## config.mk

```make
export PLATFORM = sky130hd
export DESIGN_NAME = twinkle_pixel_step_flat
export DESIGN_NICKNAME = d
export VERILOG_FILES = /design/src/twp_pkg.sv /design/src/twp_if.sv /design/src/twp_cell.sv /design/src/twinkle_pixel_step.sv /design/src/flat_wrapper.sv
export SDC_FILE = /design/constraint.sdc
export NUM_CORES = 2
export LEC_CHECK = 0
export ABC_AREA = 0
export BUFFER_PORTS_ARGS = -buffer_cell sky130_fd_sc_hd__buf_4
export CORE_UTILIZATION = 55
export CTS_BUF_LIST = sky130_fd_sc_hd__clkbuf_4
export CTS_CLUSTER_SIZE = 40
export DETAILED_ROUTE_END_ITERATION = 6
export PLACE_DENSITY = 0.71
export SETUP_SLACK_MARGIN = 0.05
export SYNTH_ARGS = -nofsm -noshare
export SYNTH_HDL_FRONTEND = slang
export SYNTH_SLANG_ARGS = --single-unit
```

## constraint.sdc

```tcl
create_clock -name clk -period 11.4 [get_ports clk]
set_clock_uncertainty 0.1 [all_clocks]
set_input_delay 0.57 -clock clk [delete_from_list [all_inputs] [get_ports clk]]
set_output_delay 0.57 -clock clk [all_outputs]
set_load 0.01 [all_outputs]
```

## src/twp_pkg.sv

```systemverilog
// Shared constants and types for the twinkle pixel step block.
// No dependencies; used by the interfaces, the top level and the testbench.
package twp_pkg;

	localparam int LEVEL_BITS_DEF = 16;
	localparam int RAND_BITS      = 31;
	localparam int FIELD_BITS     = 16;
	localparam int CFG_IDX_BITS   = 3;

	localparam logic [31:0] FIELD_MASK   = 32'h0000_FFFF;
	localparam logic [31:0] HUE_SHIFT    = 32'd128;
	localparam logic [31:0] FLARE_CHANCE = 32'd5;
	localparam logic [31:0] STOP_MARGIN  = 32'd10;

	localparam logic [31:0] START_LEVEL_RST    = 32'd40960;
	localparam logic [31:0] DIM_FLOOR_RST      = 32'd16384;
	localparam logic [31:0] FLARE_LEVEL_RST    = 32'd32768;
	localparam logic [31:0] FADE_STEP_RST      = 32'd32;
	localparam logic [31:0] STOP_FADE_STEP_RST = 32'd128;

	typedef enum logic [1:0] {
		MODE_OFF   = 2'd0,
		MODE_ON    = 2'd1,
		MODE_START = 2'd2,
		MODE_STOP  = 2'd3
	} mode_t;

	typedef enum logic [CFG_IDX_BITS-1:0] {
		CFG_START_LEVEL    = 3'd0,
		CFG_DIM_FLOOR      = 3'd1,
		CFG_FLARE_LEVEL    = 3'd2,
		CFG_FADE_STEP      = 3'd3,
		CFG_STOP_FADE_STEP = 3'd4
	} cfg_reg_t;

endpackage

```

## src/twp_if.sv

```systemverilog
// Request channels of the twinkle pixel step block: pixel in, pixel out.
// Depends on twp_pkg.
interface twp_in_if #(
	parameter int LEVEL_BITS = twp_pkg::LEVEL_BITS_DEF
);
	logic                           valid;
	logic                           ready;
	logic [1:0]                     pixel_mode;
	logic [LEVEL_BITS-1:0]          pixel_hue;
	logic [LEVEL_BITS-1:0]          pixel_saturation;
	logic [LEVEL_BITS-1:0]          pixel_lightness;
	logic [twp_pkg::RAND_BITS-1:0]  random_word;

	modport source (output valid, pixel_mode, pixel_hue, pixel_saturation, pixel_lightness,
		random_word, input ready);
	modport sink (input valid, pixel_mode, pixel_hue, pixel_saturation, pixel_lightness,
		random_word, output ready);
endinterface

interface twp_out_if #(
	parameter int LEVEL_BITS = twp_pkg::LEVEL_BITS_DEF
);
	logic                  valid;
	logic                  ready;
	logic [1:0]            new_mode;
	logic [LEVEL_BITS-1:0] new_hue;
	logic [LEVEL_BITS-1:0] new_saturation;
	logic [LEVEL_BITS-1:0] new_lightness;

	modport source (output valid, new_mode, new_hue, new_saturation, new_lightness,
		input ready);
	modport sink (input valid, new_mode, new_hue, new_saturation, new_lightness,
		output ready);
endinterface

```

## src/twp_cell.sv

```systemverilog
// One restoring-division cell: takes one dividend bit per request and hands on
// the partial remainder with the request's side data. No package dependency.
module twp_cell #(
	parameter int LEVEL_BITS = 16,
	parameter int DVD_BITS   = 31,
	parameter int SIDE_BITS  = 51
) (
	input  logic                  clk,
	input  logic                  arst_n,
	input  logic                  in_valid,
	output logic                  in_ready,
	input  logic [LEVEL_BITS-1:0] in_rem,
	input  logic [DVD_BITS-1:0]   in_dvd,
	input  logic [LEVEL_BITS-1:0] in_div,
	input  logic [SIDE_BITS-1:0]  in_side,
	output logic                  out_valid,
	input  logic                  out_ready,
	output logic [LEVEL_BITS-1:0] out_rem,
	output logic [DVD_BITS-1:0]   out_dvd,
	output logic [LEVEL_BITS-1:0] out_div,
	output logic [SIDE_BITS-1:0]  out_side
);

	logic                  valid_q;
	logic [LEVEL_BITS-1:0] rem_q;
	logic [DVD_BITS-1:0]   dvd_q;
	logic [LEVEL_BITS-1:0] div_q;
	logic [SIDE_BITS-1:0]  side_q;

	logic [LEVEL_BITS:0]   trial;
	logic [LEVEL_BITS:0]   diff;
	logic [LEVEL_BITS-1:0] rem_next;

	always_comb begin
		trial    = {in_rem, in_dvd[DVD_BITS-1]};
		diff     = trial - {1'b0, in_div};
		rem_next = (trial >= {1'b0, in_div}) ? diff[LEVEL_BITS-1:0] : trial[LEVEL_BITS-1:0];
	end

	assign in_ready = !valid_q || out_ready;

	always_ff @(posedge clk or negedge arst_n) begin
		if (!arst_n) begin
			valid_q <= 1'b0;
		end else if (in_ready) begin
			valid_q <= in_valid;
		end
	end

	always_ff @(posedge clk) begin
		if (in_ready && in_valid) begin
			rem_q  <= rem_next;
			dvd_q  <= {in_dvd[DVD_BITS-2:0], 1'b0};
			div_q  <= in_div;
			side_q <= in_side;
		end
	end

	assign out_valid = valid_q;
	assign out_rem   = rem_q;
	assign out_dvd   = dvd_q;
	assign out_div   = div_q;
	assign out_side  = side_q;

endmodule

```

## src/twinkle_pixel_step.sv

```systemverilog
// Channel     | dir | payload
// pixel_in    | in  | pixel_mode, pixel_hue, pixel_saturation, pixel_lightness, random_word
// pixel_out   | out | new_mode, new_hue, new_saturation, new_lightness
// cfg_*       | in  | cfg_we, cfg_index, cfg_data (write only)
// One pixel per cycle while the output takes data; RAND_BITS (31) cells in the
// remainder chain, one cell per bit of the random word.
// Each cell stalls only when it is full and its successor cannot take data.
// Reset empties the chain and loads the register defaults.
module twinkle_pixel_step #(
	parameter int LEVEL_BITS = twp_pkg::LEVEL_BITS_DEF
) (
	input  logic                              clk,
	input  logic                              arst_n,
	input  logic                              cfg_we,
	input  logic [twp_pkg::CFG_IDX_BITS-1:0]  cfg_index,
	input  logic [LEVEL_BITS-1:0]             cfg_data,
	twp_in_if.sink                            pixel_in,
	twp_out_if.source                         pixel_out
);

	localparam int N_CELLS = twp_pkg::RAND_BITS;
	localparam logic [LEVEL_BITS-1:0] FMASK    = LEVEL_BITS'(twp_pkg::FIELD_MASK);
	localparam logic [LEVEL_BITS-1:0] SAT_MARK = FMASK & ~LEVEL_BITS'(1);
	localparam logic [LEVEL_BITS-1:0] HUE_SH   = LEVEL_BITS'(twp_pkg::HUE_SHIFT);

	typedef struct packed {
		logic                  use_mod;
		logic [1:0]            mode;
		logic [LEVEL_BITS-1:0] hue;
		logic [LEVEL_BITS-1:0] sat;
		logic [LEVEL_BITS-1:0] light;
	} side_t;

	localparam int SIDE_BITS = $bits(side_t);

	logic [LEVEL_BITS-1:0] start_level_q;
	logic [LEVEL_BITS-1:0] dim_floor_q;
	logic [LEVEL_BITS-1:0] flare_level_q;
	logic [LEVEL_BITS-1:0] fade_step_q;
	logic [LEVEL_BITS-1:0] stop_fade_step_q;

	always_ff @(posedge clk or negedge arst_n) begin
		if (!arst_n) begin
			start_level_q    <= LEVEL_BITS'(twp_pkg::START_LEVEL_RST);
			dim_floor_q      <= LEVEL_BITS'(twp_pkg::DIM_FLOOR_RST);
			flare_level_q    <= LEVEL_BITS'(twp_pkg::FLARE_LEVEL_RST);
			fade_step_q      <= LEVEL_BITS'(twp_pkg::FADE_STEP_RST);
			stop_fade_step_q <= LEVEL_BITS'(twp_pkg::STOP_FADE_STEP_RST);
		end else if (cfg_we) begin
			unique case (twp_pkg::cfg_reg_t'(cfg_index))
				twp_pkg::CFG_START_LEVEL:    start_level_q    <= cfg_data & FMASK;
				twp_pkg::CFG_DIM_FLOOR:      dim_floor_q      <= cfg_data & FMASK;
				twp_pkg::CFG_FLARE_LEVEL:    flare_level_q    <= cfg_data & FMASK;
				twp_pkg::CFG_FADE_STEP:      fade_step_q      <= cfg_data & FMASK;
				twp_pkg::CFG_STOP_FADE_STEP: stop_fade_step_q <= cfg_data & FMASK;
				default: ;
			endcase
		end
	end

	// entry decode
	side_t                 side_in;
	logic [LEVEL_BITS-1:0] hue_in;
	logic [LEVEL_BITS-1:0] sat_in;
	logic [LEVEL_BITS-1:0] light_in;
	logic [LEVEL_BITS-1:0] span;
	logic [LEVEL_BITS:0]   stop_limit;

	always_comb begin
		hue_in     = pixel_in.pixel_hue & FMASK;
		sat_in     = pixel_in.pixel_saturation & FMASK;
		light_in   = pixel_in.pixel_lightness & FMASK;
		span       = light_in - dim_floor_q;
		stop_limit = {1'b0, stop_fade_step_q} + (LEVEL_BITS+1)'(twp_pkg::STOP_MARGIN);
		side_in.use_mod = 1'b0;
		side_in.mode    = pixel_in.pixel_mode;
		side_in.hue     = hue_in;
		side_in.sat     = sat_in;
		side_in.light   = light_in;
		unique case (twp_pkg::mode_t'(pixel_in.pixel_mode))
			twp_pkg::MODE_ON: begin
				side_in.hue = (hue_in > HUE_SH) ? hue_in - HUE_SH : hue_in;
				side_in.sat = SAT_MARK;
				if (light_in <= dim_floor_q) begin
					side_in.light = flare_level_q;
				end else begin
					side_in.use_mod = 1'b1;
					side_in.light   = light_in - fade_step_q;
				end
			end
			twp_pkg::MODE_START: begin
				side_in.mode  = twp_pkg::MODE_ON;
				side_in.sat   = SAT_MARK;
				side_in.light = start_level_q;
			end
			twp_pkg::MODE_STOP: begin
				if ({1'b0, light_in} < stop_limit) begin
					side_in.mode  = twp_pkg::MODE_OFF;
					side_in.light = '0;
				end else begin
					side_in.light = light_in - stop_fade_step_q;
				end
			end
			default: ;
		endcase
	end

	// remainder chain
	logic                       c_valid [0:N_CELLS];
	logic                       c_ready [0:N_CELLS];
	logic [LEVEL_BITS-1:0]      c_rem   [0:N_CELLS];
	logic [N_CELLS-1:0]         c_dvd   [0:N_CELLS];
	logic [LEVEL_BITS-1:0]      c_div   [0:N_CELLS];
	logic [SIDE_BITS-1:0]       c_side  [0:N_CELLS];

	assign c_valid[0]     = pixel_in.valid;
	assign pixel_in.ready = c_ready[0];
	assign c_rem[0]       = '0;
	assign c_dvd[0]       = pixel_in.random_word;
	assign c_div[0]       = span;
	assign c_side[0]      = side_in;

	for (genvar i = 0; i < N_CELLS; i++) begin : g_cell
		twp_cell #(
			.LEVEL_BITS (LEVEL_BITS),
			.DVD_BITS   (N_CELLS),
			.SIDE_BITS  (SIDE_BITS)
		) u_cell (
			.clk       (clk),
			.arst_n    (arst_n),
			.in_valid  (c_valid[i]),
			.in_ready  (c_ready[i]),
			.in_rem    (c_rem[i]),
			.in_dvd    (c_dvd[i]),
			.in_div    (c_div[i]),
			.in_side   (c_side[i]),
			.out_valid (c_valid[i+1]),
			.out_ready (c_ready[i+1]),
			.out_rem   (c_rem[i+1]),
			.out_dvd   (c_dvd[i+1]),
			.out_div   (c_div[i+1]),
			.out_side  (c_side[i+1])
		);
	end

	// exit: flare on a small remainder
	side_t side_out;
	logic  flare;

	always_comb begin
		side_out = side_t'(c_side[N_CELLS]);
		flare    = side_out.use_mod && (c_rem[N_CELLS] < LEVEL_BITS'(twp_pkg::FLARE_CHANCE));
	end

	assign c_ready[N_CELLS]         = pixel_out.ready;
	assign pixel_out.valid          = c_valid[N_CELLS];
	assign pixel_out.new_mode       = side_out.mode;
	assign pixel_out.new_hue        = side_out.hue;
	assign pixel_out.new_saturation = side_out.sat;
	assign pixel_out.new_lightness  = (flare ? flare_level_q : side_out.light) & FMASK;

`ifndef SYNTHESIS
	a_start_never_out: assert property (@(posedge clk) disable iff (!arst_n)
		pixel_out.valid |-> pixel_out.new_mode != twp_pkg::MODE_START)
		else $error("start mode left the block");

	a_on_sat: assert property (@(posedge clk) disable iff (!arst_n)
		pixel_out.valid && pixel_out.new_mode == twp_pkg::MODE_ON
		|-> pixel_out.new_saturation == SAT_MARK)
		else $error("on pixel without saturation mark");

	a_flow: assert property (@(posedge clk) disable iff (!arst_n)
		pixel_out.ready |-> pixel_in.ready)
		else $error("chain stalled while output drains");

	a_empty_ready: assert property (@(posedge clk) disable iff (!arst_n)
		!c_valid[1] |-> pixel_in.ready)
		else $error("empty first cell refuses a request");
`endif

endmodule

```

## src/flat_wrapper.sv

```systemverilog
// flat-port wrapper written by rule: the top's interface ports become plain ports
module twinkle_pixel_step_flat 
#(
	parameter int LEVEL_BITS = twp_pkg::LEVEL_BITS_DEF
)
  (clk, arst_n, cfg_we, cfg_index, cfg_data, pixel_in_valid, pixel_in_pixel_mode, pixel_in_pixel_hue, pixel_in_pixel_saturation, pixel_in_pixel_lightness, pixel_in_random_word, pixel_in_ready, pixel_out_valid, pixel_out_new_mode, pixel_out_new_hue, pixel_out_new_saturation, pixel_out_new_lightness, pixel_out_ready);
  twp_in_if #(.LEVEL_BITS(LEVEL_BITS)) pixel_in_i ();
  twp_out_if #(.LEVEL_BITS(LEVEL_BITS)) pixel_out_i ();
  input  logic clk;
  input  logic arst_n;
  input  logic cfg_we;
  input  logic [twp_pkg::CFG_IDX_BITS-1:0] cfg_index;
  input  logic [LEVEL_BITS-1:0] cfg_data;
  input wire logic [$bits(pixel_in_i.valid)-1:0] pixel_in_valid;
  input wire logic [$bits(pixel_in_i.pixel_mode)-1:0] pixel_in_pixel_mode;
  input wire logic [$bits(pixel_in_i.pixel_hue)-1:0] pixel_in_pixel_hue;
  input wire logic [$bits(pixel_in_i.pixel_saturation)-1:0] pixel_in_pixel_saturation;
  input wire logic [$bits(pixel_in_i.pixel_lightness)-1:0] pixel_in_pixel_lightness;
  input wire logic [$bits(pixel_in_i.random_word)-1:0] pixel_in_random_word;
  output wire logic [$bits(pixel_in_i.ready)-1:0] pixel_in_ready;
  output wire logic [$bits(pixel_out_i.valid)-1:0] pixel_out_valid;
  output wire logic [$bits(pixel_out_i.new_mode)-1:0] pixel_out_new_mode;
  output wire logic [$bits(pixel_out_i.new_hue)-1:0] pixel_out_new_hue;
  output wire logic [$bits(pixel_out_i.new_saturation)-1:0] pixel_out_new_saturation;
  output wire logic [$bits(pixel_out_i.new_lightness)-1:0] pixel_out_new_lightness;
  input wire logic [$bits(pixel_out_i.ready)-1:0] pixel_out_ready;
  assign pixel_in_i.valid = pixel_in_valid;
  assign pixel_in_i.pixel_mode = pixel_in_pixel_mode;
  assign pixel_in_i.pixel_hue = pixel_in_pixel_hue;
  assign pixel_in_i.pixel_saturation = pixel_in_pixel_saturation;
  assign pixel_in_i.pixel_lightness = pixel_in_pixel_lightness;
  assign pixel_in_i.random_word = pixel_in_random_word;
  assign pixel_in_ready = pixel_in_i.ready;
  assign pixel_out_valid = pixel_out_i.valid;
  assign pixel_out_new_mode = pixel_out_i.new_mode;
  assign pixel_out_new_hue = pixel_out_i.new_hue;
  assign pixel_out_new_saturation = pixel_out_i.new_saturation;
  assign pixel_out_new_lightness = pixel_out_i.new_lightness;
  assign pixel_out_i.ready = pixel_out_ready;
  twinkle_pixel_step #(.LEVEL_BITS(LEVEL_BITS)) u_core (.clk(clk), .arst_n(arst_n), .cfg_we(cfg_we), .cfg_index(cfg_index), .cfg_data(cfg_data), .pixel_in(pixel_in_i), .pixel_out(pixel_out_i));
endmodule
```

# ---- After elaboration in Yosys (flattened, before gate mapping)
# Index checks and enable logic that the tools add are counted.
dict set report word_totals {
  regBits 3133
  input_bits 105
  output_inout_bits 52
}
dict set report op_classes {
  n_addsub 36
  n_lt_le_gt_ge 35
  n_eq_ne 7
  n_mux 40
  reduce_logical 101
}
# op count
set op_table {}
lappend op_table {{2-to-1 mux 16 bit} 35}
lappend op_table {{subtractor 16 bit} 33}
lappend op_table {{greater-or-equal comparator 17 x 16 -> 1 bit} 30}
lappend op_table {{case mux 16 bit (3 select lines)} 1}
lappend op_table {{logical AND 1 bit} 32}
lappend op_table {{zero test 1 bit} 31}
lappend op_table {{logical OR 1 bit} 31}
lappend op_table {{adder 16 x 4 -> 17 bit (second input constant)} 1}
lappend op_table {{< comparator 16 x 17 -> 1 bit} 1}
lappend op_table {{greater-or-equal comparator 1 x 16 -> 1 bit} 1}
lappend op_table {{greater-than comparator 16 x 8 -> 1 bit (second input constant)} 1}
lappend op_table {{less-or-equal comparator 16 bit} 1}
lappend op_table {{< comparator 16 x 3 -> 1 bit (second input constant)} 1}
lappend op_table {{subtractor 1 x 16 -> 16 bit} 1}
lappend op_table {{subtractor 16 x 8 -> 16 bit (second input constant)} 1}
lappend op_table {{AND reduction 2 bit} 5}
lappend op_table {{== test 3 x 2 -> 1 bit (second input constant)} 2}
lappend op_table {{== test 2 bit (second input constant)} 2}
lappend op_table {{case mux 2 bit (2 select lines)} 1}
lappend op_table {{== test 3 x 1 -> 1 bit (second input constant)} 1}
lappend op_table {{== test 3 bit (second input constant)} 1}
lappend op_table {{zero test 3 bit} 1}
lappend op_table {{== test 2 x 1 -> 1 bit (second input constant)} 1}
lappend op_table {{2-to-1 mux 1 bit} 2}
lappend op_table {{2 further kinds} 2}

# ---- Logic depth before layout (Yosys ltp)
dict set report logic_depth {
  word_depth 33
  ltp_mapped 15
}

# ---- Hierarchy
# A second synthesis with hierarchy kept.
dict set report unflattened {
  cells_unflattened 9073
  hier_area_um2 149035.4
}
# mod n_inst cells_each area_per_inst_um2
set by_module_without_submodules {}
lappend by_module_without_submodules {{twp_cell at u_core.g_cell[0].u_cell ...} 25 266 4580.6}
lappend by_module_without_submodules {{twp_cell at u_core.g_cell[17].u_cell ...} 4 283 4665.7}
lappend by_module_without_submodules {{twp_cell at u_core.g_cell[1].u_cell ...} 2 265 4511.8}
lappend by_module_without_submodules {twinkle_pixel_step 1 761 6832.8}

# ---- Worst setup path before layout
# Ideal clock, no wire load.
dict set report synth_path {
  path_type {input to register}
  start {in pixel_out_ready}
  end {reg u_core.g_cell[6].u_cell.div_q[0], enable pin}
  setup_ns 0.736
  arrival_time_ns 9.125
  t_required_ns 10.564
  slack_ns 1.438
  path_stages 6
  path_buffers 0
  cell_sequence {and4b_1 and3_1 and2_1 nand3_1 nor4_1 a21boi_0}
}
dict set report synth_between {
  elab_chain_cells 26
}
# element line_no
set synth_rtl {}
lappend synth_rtl {{from (decl)} flat_wrapper.sv:26} ;# input wire logic [$bits(pixel_out_i.ready)-1:0] pixel_out_ready;
lappend synth_rtl {{logical OR 1 bit (25 in a row)} twp_cell.sv:40} ;# assign in_ready = !valid_q || out_ready;
lappend synth_rtl {{logical AND 1 bit} twp_cell.sv:51} ;# if (in_ready && in_valid) begin
lappend synth_rtl {{to (signal assigned)} twp_cell.sv:54} ;# div_q <= in_div;
lappend synth_rtl {{to (decl)} twp_cell.sv:27} ;# logic [LEVEL_BITS-1:0] div_q;
# No other way between the ends.
# A chain may end at the register's enable or synchronous reset.

# ---- Worst setup path in the final report
dict set report layout_path {
  start {reg u_core.g_cell[29].u_cell.valid_q}
  end {out pixel_in_ready}
}
dict set report layout_between {
  elab_chain_cells 31
}
# element line_no
set layout_rtl {}
lappend layout_rtl {{from (decl)} twp_cell.sv:24} ;# logic valid_q;
lappend layout_rtl {{from (signal assigned)} twp_cell.sv:46} ;# valid_q <= in_valid;
lappend layout_rtl {{zero test 1 bit} twp_cell.sv:40}
lappend layout_rtl {{logical OR 1 bit (30 in a row)} twp_cell.sv:40}
lappend layout_rtl {{to (decl)} flat_wrapper.sv:20} ;# output wire logic [$bits(pixel_in_i.ready)-1:0] pixel_in_ready;
# No other way between the ends.

==> results by group <==
Yosys
  – Area contributors post-synth: edfxtp_1, ha_1, mux2_2
  – Ys async rst share: 3.54%
  – Avg Inst Size Synth: 15.5 um2
  – Syn. warnings: 0
  – Synth top area share: 71.1%
  – Synthesized instance count: 8217
  – Most used DFF post-synth: edfxtp_1
  – Yosys reg bits: 3133
  – Yosys top cell by area: edfxtp_1
  – Synthesized Nets: 8904
  – Post-synth EDFFs: 3022
  – Post-synthesis cell area: 0.128 mm2
  – Unique masters post-synth: 80
  – Post-synthesis sequential area ratio: 73.3%

Clocking
  – CTS clk-pin slew, worst paths: 0.07 ns
  – Worst-Skew Late Latency: 1.43 ns
  – CTS tree: done
  – CTS Buffer Depth: 4
  – Post-CTS resize count: 0
  – CTS H-tree lvls: 6
  – Cts bufs inserted: 764
  – CTS root buffer: clkbuf_4
  – Clock Sinks: 3133

Timing
  – Fmax: 197 MHz
  – Fin crit share: 44.4%
  – Post-layout min period: 5.07 ns
  – Relative slew slack: 11.1%
  – Final Hold Fails: 0
  – Fin. max-slew vios: 0
  – TNS Setup: 0 ns
  – RSZ-0062 raised after global routing: false
  – Final setup vio count: 0
  – Worst-margin pin slew: 1.33 ns

Layout
  – Register area: 0.0935 mm2
  – Most common cell after layout, fill and taps aside: edfxtp_1
  – Fill count: 16600
  – Multi-input gate area: 0.0311 mm2
  – Final Instance Area: 0.145 mm2
  – Net count, final: 9997
  – Util after Layout: 62.8%
  – Most frequent cells in the layout: edfxtp_1, clkbuf_4, inv_1
  – Layout overhead on the synthesized area: 13.4%
  – Ratio of cells with drive above 1 in the final layout: 17.7%

Critical path
  – Critical Path AT: 4.40 ns
  – R2R setup slack: 6.58 ns
  – Endpoint type of the worst setup path: primary output
  – Max FO, Critical Path: 4
  – Crit path required time: 10.73 ns
  – Critical path class: flop to primary output
  – R2R cell count: 12
  – CP Launch Type: flop

Floorplan
  – Die Span Y: 484 um
  – Die ar.: 0.234 mm2
  – Initial core utilization: 55.4%
  – CORE AREA: 0.230 mm2
  – Die X: 484 um
  – Number of placed I/O pins: 157
  – FP Rows: 176

Detailed routing
  – DRT Wirelength: 251000 um
  – Post-route DRC violation count: 0
  – Vias per cell: 5.46
  – Drt first pass iters: 7
  – Remaining antenna violation count: 0
  – Number of DRC markers in iteration 0: 5230
  – Avg WL per Cell: 19.4 um
  – Via count: 70500

Global route
  – Vias in the first global route: 71200
  – First-pass GRT wire length: 388000 um
  – Largest net degree at the start of global routing: 96
  – Gr ovfl total: 0
  – Initial antenna violation count: 16
  – Total GRT Usage: 21.3%

Placed design
  – Post-DP Area: 0.133 mm2
  – HPWL after DPL: 170000 um
  – Routability Congestion: 0.919
  – IO Port Bufs: 156

Hold path
  – Hold Crit Class: input pin to asynchronous set/reset pin

Pwr
  – Lkg Pwr: 55.1 nW
  – Peak supply drop: 0.000127 V
  – PD cells: 245 mW/mm2

Flow run
  – Max_cap viols: 0

Status
  – Outcome: finished, final reports clean
routing by layer:
| layer | routed length [um] | track usage [%] | part of all wire (%) | vias to the layer above |
|---|---|---|---|---|
| met5 | 13 | 0 | 0.0052 | - |
| met1 | 108000 | 27.9 | 43 | 34100 |
| met3 | 14200 | 4.49 | 5.7 | 510 |
| met2 | 121000 | 34.8 | 48 | 2054 |
| li1 | - | - | - | 33800 |
| met4 | 7190 | 8.12 | 2.9 | 2 |
worst paths after layout:
kind / start / endpoint
max: u_core.g_cell[29].u_cell.out_valid / pixel_in_ready
min: arst_n / u_core.dim_floor_q[4]
max reg2reg: u_core.dim_floor_q[0] / u_core.g_cell[0].u_cell.out_rem[0]
min reg2reg: u_core.g_cell[7].u_cell.out_side[22] / u_core.g_cell[8].u_cell.out_side[22]
max in group asynchronous: arst_n / u_core.g_cell[23].u_cell.out_valid
min in group clk: cfg_index[0] / u_core.start_level_q[6]
timing repair:
action                    CTS  global route
hold endpoints to repair  399             0
hold buffers              229             0
buffers inserted            0             0
critical path, cell delays in order (launching register included):
cell	delay, ns
dfrtp_1	0.39
and4b_1	0.33
and3_1	0.31
nand2_1	0.13
nor4_1	0.36
buf_4	0.22
nand2_1	0.11
nor3_1	0.45
and3_1	0.33
nand4_1	0.19
buf_4	0.21
kinds of logic after synthesis:
family          share of synthesized area, %
xor+xnor                                2.32
fa+ha+maj                               5.90
flops                                   73.3
compound gates                          6.81
buf+inv                                 2.58
simple gates                            6.27
mux                                     2.86
through the flow:
stage                     total power [W]  instances  worst slack, ns  hold slack (ns)
after floorplan                    0.0239       8217             1.44            0.174
after global placement             0.0261      11300             6.70            0.300
after detailed placement           0.0264      11300             6.71            0.305
after CTS                          0.0357      12900             6.18           0.0204
after global routing               0.0377      12900             6.01           0.0781
final                              0.0355      12900             6.33            0.218
final cells by class:
type / instances / area share [%]
antenna: 12 / 0.0207
clock buffer: 1104 / 5.72
clock inverter: 221 / 0.930
inverter: 713 / 1.85
multi-input combinational: 4248 / 21.5
sequential: 3133 / 64.6
tap: 3026 / 2.62
timing repair buffer: 450 / 2.75
Yosys cell counts, drive strengths merged, types with 11 or more instances:
| cell | count |
|---|---|
| xor2 | 165 |
| a21o | 73 |
| nor4b | 15 |
| nand4 | 116 |
| mux2i | 67 |
| dfrtp | 105 |
| and3 | 27 |
| o31a | 47 |
| o21ai | 433 |
| nor4 | 63 |
| a31oi | 30 |
| and2 | 13 |
| nand2 | 431 |
| a221oi | 16 |
| buf | 56 |
| o22ai | 30 |
| edfxtp | 3022 |
| ha | 549 |
| or2 | 28 |
| a21boi | 36 |
| xnor2 | 173 |
| nor3 | 192 |
| a21oi | 310 |
| a2111o | 14 |
| nor2 | 333 |
| o41ai | 32 |
| mux2 | 265 |
| a22o | 14 |
| o21a | 104 |
| o2111ai | 29 |
| o31ai | 66 |
| a222oi | 11 |
| or3 | 52 |
| nor3b | 17 |
| a211o | 16 |
| nand3 | 96 |
| o211ai | 34 |
| clkbuf | 67 |
| inv | 712 |
| fa | 33 |
| o21bai | 22 |
| nand2b | 110 |
| a211oi | 25 |
| nor2b | 121 |
sequential cells by signal (all words and copies together) (netlist names):
signal / flops
u_core.dim_floor_q: 16
u_core.g_cell.u_cell.out_div: 480
u_core.g_cell.u_cell.out_dvd: 465
u_core.start_level_q: 16
u_core.flare_level_q: 16
u_core.fade_step_q: 16
u_core.g_cell.u_cell.out_valid: 31
u_core.g_cell.u_cell.out_rem: 496
u_core.stop_fade_step_q: 16
u_core.g_cell.u_cell.out_side: 1581
where the power goes:
part	leakage [nW]	switching (W)	internal [W]	total, W
sequential	30.9	0.000953	0.0152	0.0162
clock	5.74	0.00425	0.00479	0.00904
combinational	18.5	0.00587	0.00444	0.0103
total	55.1	0.0111	0.0244	0.0355
(Power assumes the default switching activity.)
